[config.mk]
export PLATFORM = sky130hd
export DESIGN_NAME = gate_motor_stall_backoff_flat
export DESIGN_NICKNAME = d
export VERILOG_FILES = /design/src/hw/rtl/gmsb_pkg.sv /design/src/hw/rtl/gmsb_item_if.sv /design/src/hw/rtl/gmsb_result_if.sv /design/src/hw/rtl/gmsb_core.sv /design/src/hw/rtl/gate_motor_stall_backoff.sv /design/src/flat_wrapper.sv
export SDC_FILE = /design/constraint.sdc
export NUM_CORES = 1
export LEC_CHECK = 0
export ABC_AREA = 0
export BUFFER_PORTS_ARGS = -buffer_cell sky130_fd_sc_hd__buf_2
export CAP_MARGIN = 25
export CORE_MARGIN = 2
export CORE_UTILIZATION = 60
export CTS_CLUSTER_DIAMETER = 100
export DETAILED_ROUTE_END_ITERATION = 7
export PLACE_DENSITY = 0.76
export SETUP_SLACK_MARGIN = 0.4
export SYNTH_ARGS = -nofsm -noshare
export SYNTH_HDL_FRONTEND = slang
export SYNTH_SLANG_ARGS = --single-unit
[constraint.sdc]
create_clock -name clk -period 7.2 [get_ports clk]
set_clock_uncertainty 0.05 [all_clocks]
set_input_delay 0 -clock clk [delete_from_list [all_inputs] [get_ports clk]]
set_output_delay 0 -clock clk [all_outputs]
set_load 0.05 [all_outputs]
[src/hw/rtl/gmsb_pkg.sv]
// shared types and constants for the gate motor stall backoff sequencer
`default_nettype none
package gmsb_pkg;

    typedef enum logic [1:0] {
        MODE_IDLE    = 2'd0,
        MODE_DOWN    = 2'd1,
        MODE_BACKOFF = 2'd2,
        MODE_UP      = 2'd3
    } mode_t;

    typedef enum logic [2:0] {
        OP_TICK           = 3'd0,
        OP_DOWN           = 3'd1,
        OP_UP             = 3'd2,
        OP_STOP_GATE      = 3'd3,
        OP_COLLECT        = 3'd4,
        OP_EJECT          = 3'd5,
        OP_STOP_COLLECTOR = 3'd6,
        OP_STOP_ALL       = 3'd7
    } op_t;

    typedef enum logic [1:0] {
        CFG_STALL_LIMIT_DOWN  = 2'd0,
        CFG_STALL_COUNT_LIMIT = 2'd1,
        CFG_BACKOFF_TICKS     = 2'd2,
        CFG_RETURN_TICKS      = 2'd3
    } cfg_idx_t;

    localparam int CFG_DATA_BITS = 16;
    localparam int LIMIT_BITS    = 12;
    localparam int OP_BITS       = 3;
    localparam int DRIVE_BITS    = 8;

    localparam logic [LIMIT_BITS-1:0]    RST_STALL_LIMIT_DOWN  = 12'd320;
    localparam logic [CFG_DATA_BITS-1:0] RST_STALL_COUNT_LIMIT = 16'd5;
    localparam logic [CFG_DATA_BITS-1:0] RST_BACKOFF_TICKS     = 16'd10;
    localparam logic [CFG_DATA_BITS-1:0] RST_RETURN_TICKS      = 16'd50;

    localparam logic signed [DRIVE_BITS-1:0] DRIVE_OFF     = 8'sd0;
    localparam logic signed [DRIVE_BITS-1:0] DRIVE_DOWN    = 8'sd30;
    localparam logic signed [DRIVE_BITS-1:0] DRIVE_UP      = -8'sd60;
    localparam logic signed [DRIVE_BITS-1:0] DRIVE_BACKOFF = -8'sd30;
    localparam logic signed [DRIVE_BITS-1:0] DRIVE_COLLECT = 8'sd100;
    localparam logic signed [DRIVE_BITS-1:0] DRIVE_EJECT   = -8'sd100;

    typedef struct packed {
        logic [LIMIT_BITS-1:0]    stall_limit_down;
        logic [CFG_DATA_BITS-1:0] stall_count_limit;
        logic [CFG_DATA_BITS-1:0] backoff_ticks;
        logic [CFG_DATA_BITS-1:0] return_ticks;
    } cfg_t;

    typedef struct packed {
        logic signed [DRIVE_BITS-1:0] motor_drive;
        logic signed [DRIVE_BITS-1:0] collector_drive;
        logic                         gate_moving;
    } drive_t;

endpackage
`default_nettype wire

[src/hw/rtl/gmsb_item_if.sv]
// input channel: command or tick with current sample
`default_nettype none
interface gmsb_item_if #(
    parameter int CURRENT_BITS = 12
);
    logic                           valid;
    logic                           ready;
    logic [gmsb_pkg::OP_BITS-1:0]   operation;
    logic [CURRENT_BITS-1:0]        current_sample;

    modport source (output valid, output operation, output current_sample, input ready);
    modport sink (input valid, input operation, input current_sample, output ready);
endinterface
`default_nettype wire

[src/hw/rtl/gmsb_result_if.sv]
// output channel: motor and collector drives and moving flag
`default_nettype none
interface gmsb_result_if;
    logic                                   valid;
    logic                                   ready;
    logic signed [gmsb_pkg::DRIVE_BITS-1:0] motor_drive;
    logic signed [gmsb_pkg::DRIVE_BITS-1:0] collector_drive;
    logic                                   gate_moving;

    modport source (output valid, output motor_drive, output collector_drive,
                    output gate_moving, input ready);
    modport sink (input valid, input motor_drive, input collector_drive,
                  input gate_moving, output ready);
endinterface
`default_nettype wire

[src/hw/rtl/gmsb_core.sv]
// sequencer state and single-pass update for one beat
`default_nettype none
module gmsb_core #(
    parameter int COUNT_BITS   = 16,
    parameter int CURRENT_BITS = 12
) (
    input  wire logic                         clk,
    input  wire logic                         rst_n,
    input  wire logic                         fire,
    input  wire logic [gmsb_pkg::OP_BITS-1:0] operation,
    input  wire logic [CURRENT_BITS-1:0]      current_sample,
    input  wire gmsb_pkg::cfg_t               cfg,
    output gmsb_pkg::drive_t                  drive_next
);
    localparam int CMP_BITS = (COUNT_BITS > gmsb_pkg::CFG_DATA_BITS) ?
                              COUNT_BITS : gmsb_pkg::CFG_DATA_BITS;
    localparam logic [COUNT_BITS-1:0] CNT_MAX = {COUNT_BITS{1'b1}};

    gmsb_pkg::mode_t mode_reg, mode_next;
    logic signed [gmsb_pkg::DRIVE_BITS-1:0] motor_reg, motor_next;
    logic signed [gmsb_pkg::DRIVE_BITS-1:0] coll_reg, coll_next;
    logic [COUNT_BITS-1:0] stall_reg, stall_next;
    logic [COUNT_BITS-1:0] back_reg, back_next;
    logic [COUNT_BITS-1:0] ret_reg, ret_next;

    gmsb_pkg::op_t op;
    logic [CURRENT_BITS-1:0] limit_cur;
    logic [COUNT_BITS-1:0] back_inc, stall_inc, ret_inc;
    logic over_limit, stall_hit, backoff_run, up_done;

    assign op        = gmsb_pkg::op_t'(operation);
    assign limit_cur = CURRENT_BITS'(cfg.stall_limit_down);
    assign back_inc  = (back_reg == CNT_MAX) ? CNT_MAX : back_reg + 1'b1;
    assign stall_inc = (stall_reg == CNT_MAX) ? CNT_MAX : stall_reg + 1'b1;
    assign ret_inc   = (ret_reg == CNT_MAX) ? CNT_MAX : ret_reg + 1'b1;

    assign over_limit  = current_sample > limit_cur;
    assign stall_hit   = CMP_BITS'(stall_inc) > CMP_BITS'(cfg.stall_count_limit);
    assign backoff_run = CMP_BITS'(back_inc) < CMP_BITS'(cfg.backoff_ticks);
    assign up_done     = CMP_BITS'(ret_reg) > CMP_BITS'(cfg.return_ticks);

    // next gate mode
    always_comb
    begin
        mode_next = mode_reg;
        case (op)
            gmsb_pkg::OP_TICK:
            begin
                case (mode_reg)
                    gmsb_pkg::MODE_BACKOFF:
                    begin
                        if (!backoff_run)
                            mode_next = gmsb_pkg::MODE_IDLE;
                    end
                    gmsb_pkg::MODE_DOWN:
                    begin
                        if (over_limit && stall_hit)
                            mode_next = (motor_reg > gmsb_pkg::DRIVE_OFF) ?
                                        gmsb_pkg::MODE_BACKOFF : gmsb_pkg::MODE_IDLE;
                    end
                    gmsb_pkg::MODE_UP:
                    begin
                        if (up_done)
                            mode_next = gmsb_pkg::MODE_IDLE;
                    end
                    default: mode_next = mode_reg;
                endcase
            end
            gmsb_pkg::OP_DOWN:      mode_next = gmsb_pkg::MODE_DOWN;
            gmsb_pkg::OP_UP:        mode_next = gmsb_pkg::MODE_UP;
            gmsb_pkg::OP_STOP_GATE: mode_next = gmsb_pkg::MODE_IDLE;
            gmsb_pkg::OP_STOP_ALL:  mode_next = gmsb_pkg::MODE_IDLE;
            default:                mode_next = mode_reg;
        endcase
    end

    // levels and counters
    always_comb
    begin
        motor_next = motor_reg;
        coll_next  = coll_reg;
        stall_next = stall_reg;
        back_next  = back_reg;
        ret_next   = ret_reg;
        case (op)
            gmsb_pkg::OP_TICK:
            begin
                case (mode_reg)
                    gmsb_pkg::MODE_BACKOFF:
                    begin
                        back_next  = back_inc;
                        motor_next = backoff_run ? gmsb_pkg::DRIVE_BACKOFF
                                                 : gmsb_pkg::DRIVE_OFF;
                    end
                    gmsb_pkg::MODE_DOWN:
                    begin
                        if (over_limit)
                        begin
                            stall_next = stall_inc;
                            if (stall_hit)
                            begin
                                motor_next = gmsb_pkg::DRIVE_OFF;
                                if (motor_reg > gmsb_pkg::DRIVE_OFF)
                                    back_next = '0;
                            end
                        end
                        else
                            stall_next = '0;
                    end
                    gmsb_pkg::MODE_UP:
                    begin
                        if (up_done)
                        begin
                            motor_next = gmsb_pkg::DRIVE_OFF;
                            ret_next   = '0;
                        end
                        else
                            ret_next = ret_inc;
                    end
                    default: motor_next = gmsb_pkg::DRIVE_OFF;
                endcase
            end
            gmsb_pkg::OP_DOWN:
            begin
                motor_next = gmsb_pkg::DRIVE_DOWN;
                ret_next   = '0;
            end
            gmsb_pkg::OP_UP:
            begin
                motor_next = gmsb_pkg::DRIVE_UP;
                ret_next   = '0;
            end
            gmsb_pkg::OP_STOP_GATE:      motor_next = gmsb_pkg::DRIVE_OFF;
            gmsb_pkg::OP_COLLECT:        coll_next  = gmsb_pkg::DRIVE_COLLECT;
            gmsb_pkg::OP_EJECT:          coll_next  = gmsb_pkg::DRIVE_EJECT;
            gmsb_pkg::OP_STOP_COLLECTOR: coll_next  = gmsb_pkg::DRIVE_OFF;
            default:
            begin
                motor_next = gmsb_pkg::DRIVE_OFF;
                coll_next  = gmsb_pkg::DRIVE_OFF;
                stall_next = '0;
                back_next  = '0;
                ret_next   = '0;
            end
        endcase
    end

    always_ff @(posedge clk or negedge rst_n)
    begin
        if (!rst_n)
        begin
            mode_reg  <= gmsb_pkg::MODE_IDLE;
            motor_reg <= gmsb_pkg::DRIVE_OFF;
            coll_reg  <= gmsb_pkg::DRIVE_OFF;
            stall_reg <= '0;
            back_reg  <= '0;
            ret_reg   <= '0;
        end
        else if (fire)
        begin
            mode_reg  <= mode_next;
            motor_reg <= motor_next;
            coll_reg  <= coll_next;
            stall_reg <= stall_next;
            back_reg  <= back_next;
            ret_reg   <= ret_next;
        end
    end

    assign drive_next.motor_drive     = motor_next;
    assign drive_next.collector_drive = coll_next;
    assign drive_next.gate_moving     = (mode_next != gmsb_pkg::MODE_IDLE);

endmodule
`default_nettype wire

[src/hw/rtl/gate_motor_stall_backoff.sv]
// top level: gate motor sequencer with current-stall backoff
// an accepted item passes the input register and then the result register on its way to its result beat
// throughput: one item per cycle while the result is taken, set by the single-pass state update in gmsb_core
// a waiting result stalls the input once the input register also holds a beat
// reset: async active low; drives 0, gate idle, counters 0, config registers to defaults
`default_nettype none
module gate_motor_stall_backoff #(
    parameter int COUNT_BITS   = 16,
    parameter int CURRENT_BITS = 12
) (
    input  wire logic                               clk,
    input  wire logic                               rst_n,
    input  wire logic                               cfg_we,
    input  wire logic [1:0]                         cfg_index,
    input  wire logic [gmsb_pkg::CFG_DATA_BITS-1:0] cfg_data,
    gmsb_item_if.sink                               item,
    gmsb_result_if.source                           result
);
    gmsb_pkg::cfg_t cfg_reg;

    logic                         s1_valid_reg;
    logic [gmsb_pkg::OP_BITS-1:0] s1_op_reg;
    logic [CURRENT_BITS-1:0]      s1_sample_reg;

    logic             out_valid_reg;
    gmsb_pkg::drive_t out_reg;
    gmsb_pkg::drive_t drive_next;

    logic out_free, fire;

    assign out_free   = !out_valid_reg || result.ready;
    assign fire       = s1_valid_reg && out_free;
    assign item.ready = !s1_valid_reg || out_free;

    always_ff @(posedge clk or negedge rst_n)
    begin
        if (!rst_n)
        begin
            cfg_reg.stall_limit_down  <= gmsb_pkg::RST_STALL_LIMIT_DOWN;
            cfg_reg.stall_count_limit <= gmsb_pkg::RST_STALL_COUNT_LIMIT;
            cfg_reg.backoff_ticks     <= gmsb_pkg::RST_BACKOFF_TICKS;
            cfg_reg.return_ticks      <= gmsb_pkg::RST_RETURN_TICKS;
        end
        else if (cfg_we)
        begin
            case (gmsb_pkg::cfg_idx_t'(cfg_index))
                gmsb_pkg::CFG_STALL_LIMIT_DOWN:
                    cfg_reg.stall_limit_down <= cfg_data[gmsb_pkg::LIMIT_BITS-1:0];
                gmsb_pkg::CFG_STALL_COUNT_LIMIT: cfg_reg.stall_count_limit <= cfg_data;
                gmsb_pkg::CFG_BACKOFF_TICKS:     cfg_reg.backoff_ticks     <= cfg_data;
                gmsb_pkg::CFG_RETURN_TICKS:      cfg_reg.return_ticks      <= cfg_data;
                default:                         cfg_reg <= cfg_reg;
            endcase
        end
    end

    // input register
    always_ff @(posedge clk or negedge rst_n)
    begin
        if (!rst_n)
            s1_valid_reg <= 1'b0;
        else if (item.ready)
            s1_valid_reg <= item.valid;
    end

    always_ff @(posedge clk)
    begin
        if (item.valid && item.ready)
        begin
            s1_op_reg     <= item.operation;
            s1_sample_reg <= item.current_sample;
        end
    end

    gmsb_core #(
        .COUNT_BITS   (COUNT_BITS),
        .CURRENT_BITS (CURRENT_BITS)
    ) u_core (
        .clk            (clk),
        .rst_n          (rst_n),
        .fire           (fire),
        .operation      (s1_op_reg),
        .current_sample (s1_sample_reg),
        .cfg            (cfg_reg),
        .drive_next     (drive_next)
    );

    // result register
    always_ff @(posedge clk or negedge rst_n)
    begin
        if (!rst_n)
            out_valid_reg <= 1'b0;
        else if (out_free)
            out_valid_reg <= s1_valid_reg;
    end

    always_ff @(posedge clk)
    begin
        if (fire)
            out_reg <= drive_next;
    end

    assign result.valid           = out_valid_reg;
    assign result.motor_drive     = out_reg.motor_drive;
    assign result.collector_drive = out_reg.collector_drive;
    assign result.gate_moving     = out_reg.gate_moving;

    a_idle_motor_off: assert property (@(posedge clk) disable iff (!rst_n)
        (out_valid_reg && !out_reg.gate_moving) |-> (out_reg.motor_drive == gmsb_pkg::DRIVE_OFF))
        else $error("motor driven while gate idle");

    a_collector_code: assert property (@(posedge clk) disable iff (!rst_n)
        out_valid_reg |-> (out_reg.collector_drive == gmsb_pkg::DRIVE_OFF ||
                           out_reg.collector_drive == gmsb_pkg::DRIVE_COLLECT ||
                           out_reg.collector_drive == gmsb_pkg::DRIVE_EJECT))
        else $error("collector drive out of set");

    a_stalled_hold: assert property (@(posedge clk) disable iff (!rst_n)
        (s1_valid_reg && out_valid_reg && !result.ready) |=> (s1_valid_reg && out_valid_reg))
        else $error("beat lost under back-pressure");

    a_fire_fills_out: assert property (@(posedge clk) disable iff (!rst_n)
        fire |=> out_valid_reg)
        else $error("result register not loaded");

endmodule
`default_nettype wire
[src/flat_wrapper.sv]
// flat-port wrapper written by rule: the top's interface ports become plain ports
module gate_motor_stall_backoff_flat 
#(
    parameter int COUNT_BITS   = 16,
    parameter int CURRENT_BITS = 12
)
  (clk, rst_n, cfg_we, cfg_index, cfg_data, item_valid, item_operation, item_current_sample, item_ready, result_valid, result_motor_drive, result_collector_drive, result_gate_moving, result_ready);
  gmsb_item_if #(.CURRENT_BITS(CURRENT_BITS)) item_i ();
  gmsb_result_if result_i ();
  input  wire logic clk;
  input  wire logic rst_n;
  input  wire logic cfg_we;
  input  wire logic [1:0] cfg_index;
  input  wire logic [gmsb_pkg::CFG_DATA_BITS-1:0] cfg_data;
  input wire logic [$bits(item_i.valid)-1:0] item_valid;
  input wire logic [$bits(item_i.operation)-1:0] item_operation;
  input wire logic [$bits(item_i.current_sample)-1:0] item_current_sample;
  output wire logic [$bits(item_i.ready)-1:0] item_ready;
  output wire logic [$bits(result_i.valid)-1:0] result_valid;
  output wire logic [$bits(result_i.motor_drive)-1:0] result_motor_drive;
  output wire logic [$bits(result_i.collector_drive)-1:0] result_collector_drive;
  output wire logic [$bits(result_i.gate_moving)-1:0] result_gate_moving;
  input wire logic [$bits(result_i.ready)-1:0] result_ready;
  assign item_i.valid = item_valid;
  assign item_i.operation = item_operation;
  assign item_i.current_sample = item_current_sample;
  assign item_ready = item_i.ready;
  assign result_valid = result_i.valid;
  assign result_motor_drive = result_i.motor_drive;
  assign result_collector_drive = result_i.collector_drive;
  assign result_gate_moving = result_i.gate_moving;
  assign result_i.ready = result_ready;
  gate_motor_stall_backoff #(.COUNT_BITS(COUNT_BITS), .CURRENT_BITS(CURRENT_BITS)) u_core (.clk(clk), .rst_n(rst_n), .cfg_we(cfg_we), .cfg_index(cfg_index), .cfg_data(cfg_data), .item(item_i), .result(result_i));
endmodule
==> results of run 1 <==
layout by cell type, fill, tap and decap left out, types with 6 or more instances in the layout:
cell type	instances
a21oi_1	54
dfrtp_1	119
and3_1	10
xnor2_1	10
nand2_1	86
o21ai_0	62
nor2b_1	8
nor2_1	39
nor3_1	8
nand4_1	19
a31oi_1	7
a22o_1	16
nand2b_1	6
mux2_2	57
o211ai_1	7
nand3_1	22
edfxtp_1	32
dlygate4sd3_1	35
or3_1	6
buf_2	55
a21o_1	15
xor2_1	9
and2_1	7
inv_1	85
clkbuf_16	17
dfstp_2	9
mux2_4	8
ha_1	62
critical path, delay by kind of cell (launching register included):
kind | cells | cell delay (ns)
simple gates | 4 | 1.38
fa+ha+maj | 2 | 0.63
compound gates | 7 | 1.85
flops | 1 | 0.46
through the flow:
step | instance area, µm² | total power (W) | setup slack (ns) | utilization [%] | hold WS, ns
finish | 10300 | 0.00243 | 2.62 | 70.7 | 0.0417
global route | 10300 | 0.00255 | 2.19 | 70.7 | 0.0813
floorplan | 9000 | 0.00142 | 3.41 | - | -0.346
CTS | 10300 | 0.00244 | 2.74 | 70.7 | 0.0357
global placement | 9410 | 0.00153 | 2.89 | 64.5 | 0.0831
detailed placement | 9410 | 0.00155 | 2.80 | 64.5 | 0.0774
cell type report:
| cell class | count | share of cell area (%) |
|---|---|---|
| multi-input combinational | 598 | 42.3 |
| inverter | 86 | 3.13 |
| clock buffer | 21 | 4.36 |
| timing repair buffer | 95 | 6.43 |
| tap | 184 | 2.23 |
| sequential | 160 | 40.5 |
| clock inverter | 11 | 1.10 |
worst paths after layout:
check                                     startpoint                           end  slack (ns)
max in group asynchronous                      rst_n    u_core.u_core.back_reg[14]        5.63
hold reg to reg            u_core.u_core.coll_reg[4]     u_core.u_core.coll_reg[4]        0.43
hold / removal                          cfg_index[0]            u_core.cfg_reg[56]        0.04
min in group asynchronous                      rst_n   u_core.u_core.stall_reg[15]        0.13
setup reg to reg           u_core.u_core.back_reg[0]  u_core.result.motor_drive[7]        2.62
setup / recovery           u_core.u_core.back_reg[0]  u_core.result.motor_drive[7]        2.62
cell usage after synthesis (2+ instances only):
master	number	share of area, %
buf_2	7	0.39
nand3b_1	3	0.25
or2_2	3	0.21
nor3b_1	2	0.17
a21oi_1	54	3.0
o21ai_0	62	3.4
nor2_1	39	1.6
ha_1	62	8.6
xor2_1	9	0.88
o211ai_1	7	0.58
a21boi_0	4	0.33
xnor2_1	10	0.97
nand2_1	86	3.6
nor2b_1	8	0.56
edfxtp_1	32	11
o2bb2ai_1	5	0.49
a211o_1	3	0.29
o21ai_1	2	0.11
a31o_2	4	0.39
nor3_1	8	0.45
nor4_1	2	0.14
mux2_4	8	1.3
o311ai_0	3	0.29
dfstp_2	9	2.6
o21a_1	2	0.17
and4_1	4	0.39
a22o_1	16	1.6
a211oi_1	2	0.17
clkbuf_1	16	0.67
mux2_2	57	7.1
nand2b_1	6	0.42
inv_1	85	3.5
a31oi_1	7	0.49
dfrtp_1	119	33
or3_1	6	0.42
a21o_1	15	1.3
nand4_1	19	1.3
or4_1	2	0.17
and2_1	7	0.49
a221o_1	2	0.22
nand3_1	22	1.2
a2bb2oi_1	3	0.29
and3_1	10	0.70
power by group through the flow:
stage / combinational (W) / clock [W] / sequential [W]
global placement: 0.000407 / 0 / 0.00112
finish: 0.000440 / 0.000878 / 0.00112
global route: 0.000494 / 0.000927 / 0.00113
detailed placement: 0.000419 / 0 / 0.00113
CTS: 0.000439 / 0.000887 / 0.00111
floorplan: 0.000270 / 0 / 0.00115
layer usage:
metal  up-vias  GRT usage (%)
met5         -              0
met3        43           5.57
li1       3300              -
met1      3376           35.5
met4         0           9.24
met2       219           43.3
logic make-up (layout without fill, tap and decap cells):
kind of cell,after synthesis,count (layout),share of synthesized area (%)
AO/OA/AOI/OAI,211,211,15.5
XOR/XNOR,19,19,1.85
adder cells (fa/ha/maj),62,62,8.62
buffers and inverters,113,213,5.13
flip-flops,160,160,46.4
multiplexers,65,65,8.47
AND/OR/NAND/NOR,241,241,14.1
repair_timing:
item                                    in CTS  in global routing
endpoints found under the setup margin       0                  0
endpoints found under the hold margin      130                  0
hold buffers                                35                  0
==> impl_metrics.csv, run 1 <==
group,metric,value,unit
run_status,run_status,"finished, final reports clean",
die,core,14600,µm²
worst_setup_path,critical-path-slowest-cell,"a2111oi_0",
final_layout,area_growth,14.7,%
cts,clock_path_buffers,2,
timing,worst_slew_pin_slew,0.953,ns
timing,final_max_slew_viol_count,0,
worst_setup_path,cp.required,7.38,ns
placed_design,io_buffers,56,
final_layout,layout.cells.non_filler,1155,
die,die_area,16000,µm²
drt,wl_met3,996,µm
logic_synthesis,ys_seq_area_share,46.4,%
logic_synthesis,syn_inst,871,
timing,fin_crit_sh,63.6,%
power_and_ir_drop,power_density,236,nW/µm²
timing,max_freq,0.218,GHz
drt,viasPerCell,6.01,
timing,grt_setup_unrepaired,"no",
timing,fin_crit,4.58,ns
drt,avgRoutedWirePerCell,17.7,µm
timing,setup_viol,0,
cts,cts_buffers,17,
die,die_h,126,µm
worst_setup_path,worstSetupPathType,"register to register",
logic_synthesis,synth_cell_types,82,
die,row_count,44,
power_and_ir_drop,peakVddDrop,0.192,mV
final_layout,largest_reg_flops,60,
worst_setup_path,arrival,4.76,ns
logic_synthesis,synthFlopType,"dfrtp_1",
drt,wl_met2,9.88,mm
final_layout,drive_above_1_share,19.7,%
grt,grt_max_degree,68,
power_and_ir_drop,p_switching,0.000696,W
cts,cts_tree,"done",
grt,grt_pass1_vias,6787,
logic_synthesis,syn_nets,971,
cts,cts.sinks,160,
worst_setup_path,max_stage_delay,0.81,ns
drt,wl_met1,9.06,mm
logic_synthesis,async_flop_share,80.0,%
min_path,hold_path_depth,5,
power_and_ir_drop,p_int,0.00174,W
power_and_ir_drop,comb_power_share,18.1,%
drt,drtPass1Iterations,5,
die,start_util,61.7,%
final_layout,layout.nets,1058,
drt,drc_errors,0,
timing,finalHoldViolCount,0,
worst_setup_path,reg2regPathDepth,13,
logic_synthesis,synth_enable_flop_cells,32,
power_and_ir_drop,p_leak,4.86,nW
final_layout,multiInputGateArea,4360,µm²
timing,slew_headroom,36.1,%
worst_setup_path,cp-end-kind,"register",
die,die_w,126,µm
drt,wirelength,20.4,mm
logic_synthesis,netlist_area,9000,µm²
placed_design,dp_cells,1088,
grt,antenna_found_initial,0,
power_and_ir_drop,clkPwrFrac,36.1,%
min_path,min_path_type,"input port to register",
run,cap_viol_max_count,0,
timing,timing.setup.tns,0,ns
placed_design,dp.final_hpwl,13.8,mm
cts,root_buffer,"clkbuf_16",
power_and_ir_drop,seqPwrFrac,45.9,%
grt,grt_pass1_wl,33.6,mm
cts,clk_latency,0.44,ns
final_layout,diodes,0,
drt,top_layer,"met4",
cts,cts_resized,0,
logic_synthesis,synth_seq_cells,160,
grt,globalRouteOverflowTotal,0,
final_layout,seqCellArea,4180,µm²
worst_setup_path,crit_fanout,22,
worst_setup_path,cp_cell_sequence,"ha_1 > and3_2 > nand4_1 > or3_1 > o21ai_0 > ha_1 > a21oi_1 > o21ai_0 > a2111oi_0 > o21ai_1 > nor2_1 > a21oi_1 > o311ai_0",
grt,track_usage,26.5,%
cts,clk_pin_slew,0.06,ns
logic_synthesis,yosysWarningCount,0,
drt,drtIter0Drc,590,
drt,via_count,6938,
placed_design,gp_congestion,0.851,
power_and_ir_drop,sw_frac_of_total,28.6,%
cts,cts_setup_buffers,0,
worst_setup_path,cp-start-kind,"register",
final_layout,fillCellCount,1043,
logic_synthesis,syn_avg_cell_area,10.3,µm²
die,boundaryPins,57,
cts,cts_max_level,4,
drt,detail-route-antenna-nets,0,
No activity file was read; power rests on OpenSTA's default activity.
==> run 2: changes to the inputs <==
==> constraint.sdc (replaced) <==
create_clock -name clk -period 4.7 [get_ports clk]
set_clock_uncertainty 0.05 [all_clocks]
set_input_delay 0 -clock clk [delete_from_list [all_inputs] [get_ports clk]]
set_output_delay 0 -clock clk [all_outputs]
set_load 0.05 [all_outputs]
==> run 2 against run 1 <==
Against the previous run: non-clock buffer count increased by 2; core utilization increased by 0.77 points; setup slack got worse by 2.0 ns; final cell count increased by 0.17%; maximum frequency increased by 12%; die area unchanged.
==> impl_metrics.csv, run 2 (synthesis results as in run 1) <==
group,metric,value,unit
run_status,run_status,"finished, final reports clean",
timing,fin_crit_sh,86.9,%
final_layout,fillCellCount,1047,
drt,drtIter0Drc,529,
run,cap_viol_max_count,0,
die,boundaryPins,57,
timing,fin_crit,4.09,ns
cts,clock_path_buffers,2,
worst_setup_path,cp-start-kind,"register",
grt,grt_max_degree,68,
grt,grt_use_met2,42.6,%
drt,avgRoutedWirePerCell,17.7,µm
worst_setup_path,crit_fanout,16,
timing,slew_headroom,31.6,%
power_and_ir_drop,peakVddDrop,0.401,mV
grt,grt_pass1_wl,33.6,mm
cts,cts_buffers,17,
min_path,hold_path_depth,5,
die,die_h,126,µm
grt,gr-usage-met3,5.99,%
worst_setup_path,worstSetupPathType,"register to register",
cts,clk_pin_slew,0.07,ns
die,die_w,126,µm
drt,drtPass1Iterations,6,
worst_setup_path,reg2regPathDepth,15,
grt,grt_pass1_vias,6722,
placed_design,place_area,9420,µm²
grt,track_usage,26.6,%
grt,use_met1,36.5,%
final_layout,final_cell_mix,"119 x dfrtp_1, 86 x nand2_1, 85 x inv_1, 62 x o21ai_0, 62 x ha_1",
timing,finalHoldViolCount,0,
power_and_ir_drop,finalPower,0.00390,W
final_layout,diodes,0,
timing,timing.setup.tns,0,ns
final_layout,fin_area,10400,µm²
timing,worst_slew_pin_slew,1.02,ns
cts,cts.sinks,160,
power_and_ir_drop,p_leak,4.91,nW
worst_setup_path,arrival,4.35,ns
cts,cts_max_level,4,
timing,max_freq,0.245,GHz
die,core,14600,µm²
placed_design,io_buffers,56,
final_layout,area_growth,16.0,%
grt,grt.busiest_layer,"met2",
final_layout,drive_above_1_share,20.7,%
grt,globalRouteOverflowTotal,0,
final_layout,largest_reg_flops,60,
timing,fin_ws,0.614,ns
die,die_area,16000,µm²
cts,clk_latency,0.43,ns
cts,cts_setup_buffers,0,
placed_design,dp_cells,1090,
placed_design,place_ws,0.435,ns
final_layout,layout.nets,1060,
final_layout,layout.cells.non_filler,1157,
placed_design,dp.final_hpwl,13.7,mm
worst_setup_path,cp_cell_sequence,"ha_1 > and3_1 > nand4_1 > or3_4 > nand2_1 > inv_1 > ha_1 > nand4_1 > nor4_1 > or4_1 > a21oi_2 > a21oi_4 > a21boi_4 > buf_8 > mux2_2",
final_layout,seqCellArea,4180,µm²
die,row_count,44,
min_path,min_path_type,"input port to register",
drt,wirelength,20.5,mm
worst_setup_path,cp.required,4.97,ns
placed_design,gp_congestion,0.847,
worst_setup_path,max_stage_delay,0.53,ns
cts,root_buffer,"clkbuf_16",
cts,cts_tree,"done",
final_layout,final_common_cell,"dfrtp_1",
drt,viasPerCell,6.04,
worst_setup_path,critical-path-slowest-cell,"or3_4",
worst_setup_path,cp-end-kind,"register",
timing,grt_setup_unrepaired,"no",
timing,setup_viol,0,
drt,via_count,6988,
final_layout,multiInputGateArea,4390,µm²
power_and_ir_drop,power_density,374,nW/µm²
drt,drc_errors,0,
grt,antenna_found_initial,0,
drt,detail-route-antenna-nets,0,
die,start_util,61.7,%
timing,final_max_slew_viol_count,0,
==> run 2: cell count changes in the layout (fill, tap and decap cells not counted), sizes merged <==
| cell | change |
|---|---|
| inv | +4 |
| clkbuf | -3 |
| clkinv | -3 |
| buf | +2 |
| bufinv | +2 |
==> run 2: per-stage QoR <==
stage / util, % / hold WS, ns
final: 71.5 / 0.0412
after global routing: 71.5 / 0.0696
after CTS: 71.3 / 0.0294
after detailed placement: 64.6 / 0.128
after global placement: 64.6 / 0.126
after floorplan: - / -0.346
==> run 2: metal layers <==
metal  up-vias  routed length (µm)
li1       3295                   -
met1      3439                9080
met2       224                9960
met3        30                1030
met4         0                 387
met5         -                   0
==> run 2: worst max-delay path: cells and delay by family, from the launching register on <==
kind / cells / cell delay [ns]
flops: 1 / 0.44
compound gates: 3 / 0.49
simple gates: 7 / 1.86
buf+inv: 2 / 0.25
mux: 1 / 0.36
fa+ha+maj: 2 / 0.52
==> run 2: path summary, 6_finish.rpt <==
kind,from,end,slack (ns)
worst max-delay path,u_core.u_core.stall_reg[0],u_core.u_core.back_reg[15],0.61
min in group asynchronous,rst_n,u_core.u_core.stall_reg[15],0.23
worst min-delay path,cfg_index[0],u_core.cfg_reg[56],0.04
worst min register to register,u_core.u_core.coll_reg[7],u_core.u_core.coll_reg[7],0.43
max in group asynchronous,rst_n,u_core.u_core.ret_reg[8],3.74
worst max register to register,u_core.u_core.stall_reg[0],u_core.u_core.back_reg[15],0.61
==> run 2: repair_timing <==
| action | in CTS | in global routing |
|---|---|---|
| hold endpoints to repair | 196 | 0 |
| hold buffers | 35 | 0 |
| resized for setup | 0 | 8 |
| endpoints found under the setup margin | 0 | 34 |
==> run 2: area by class of cell <==
type                    instances  area share, %
multi-input cells             598           42.0
inverters                      86           3.09
well taps                     184           2.21
flip-flops and latches        160           40.0
clock buffers                  18           4.11
repair buffers                 97           6.57
clock inverters                14           1.95
==> run 2: power breakdown <==
part	internal (W)	switching [W]	leakage [nW]	total, W
sequential	0.00160	0.000112	1.94	0.00171
clock	0.000900	0.000608	0.304	0.00151
combinational	0.000276	0.000402	2.67	0.000679
total	0.00278	0.00112	4.91	0.00390
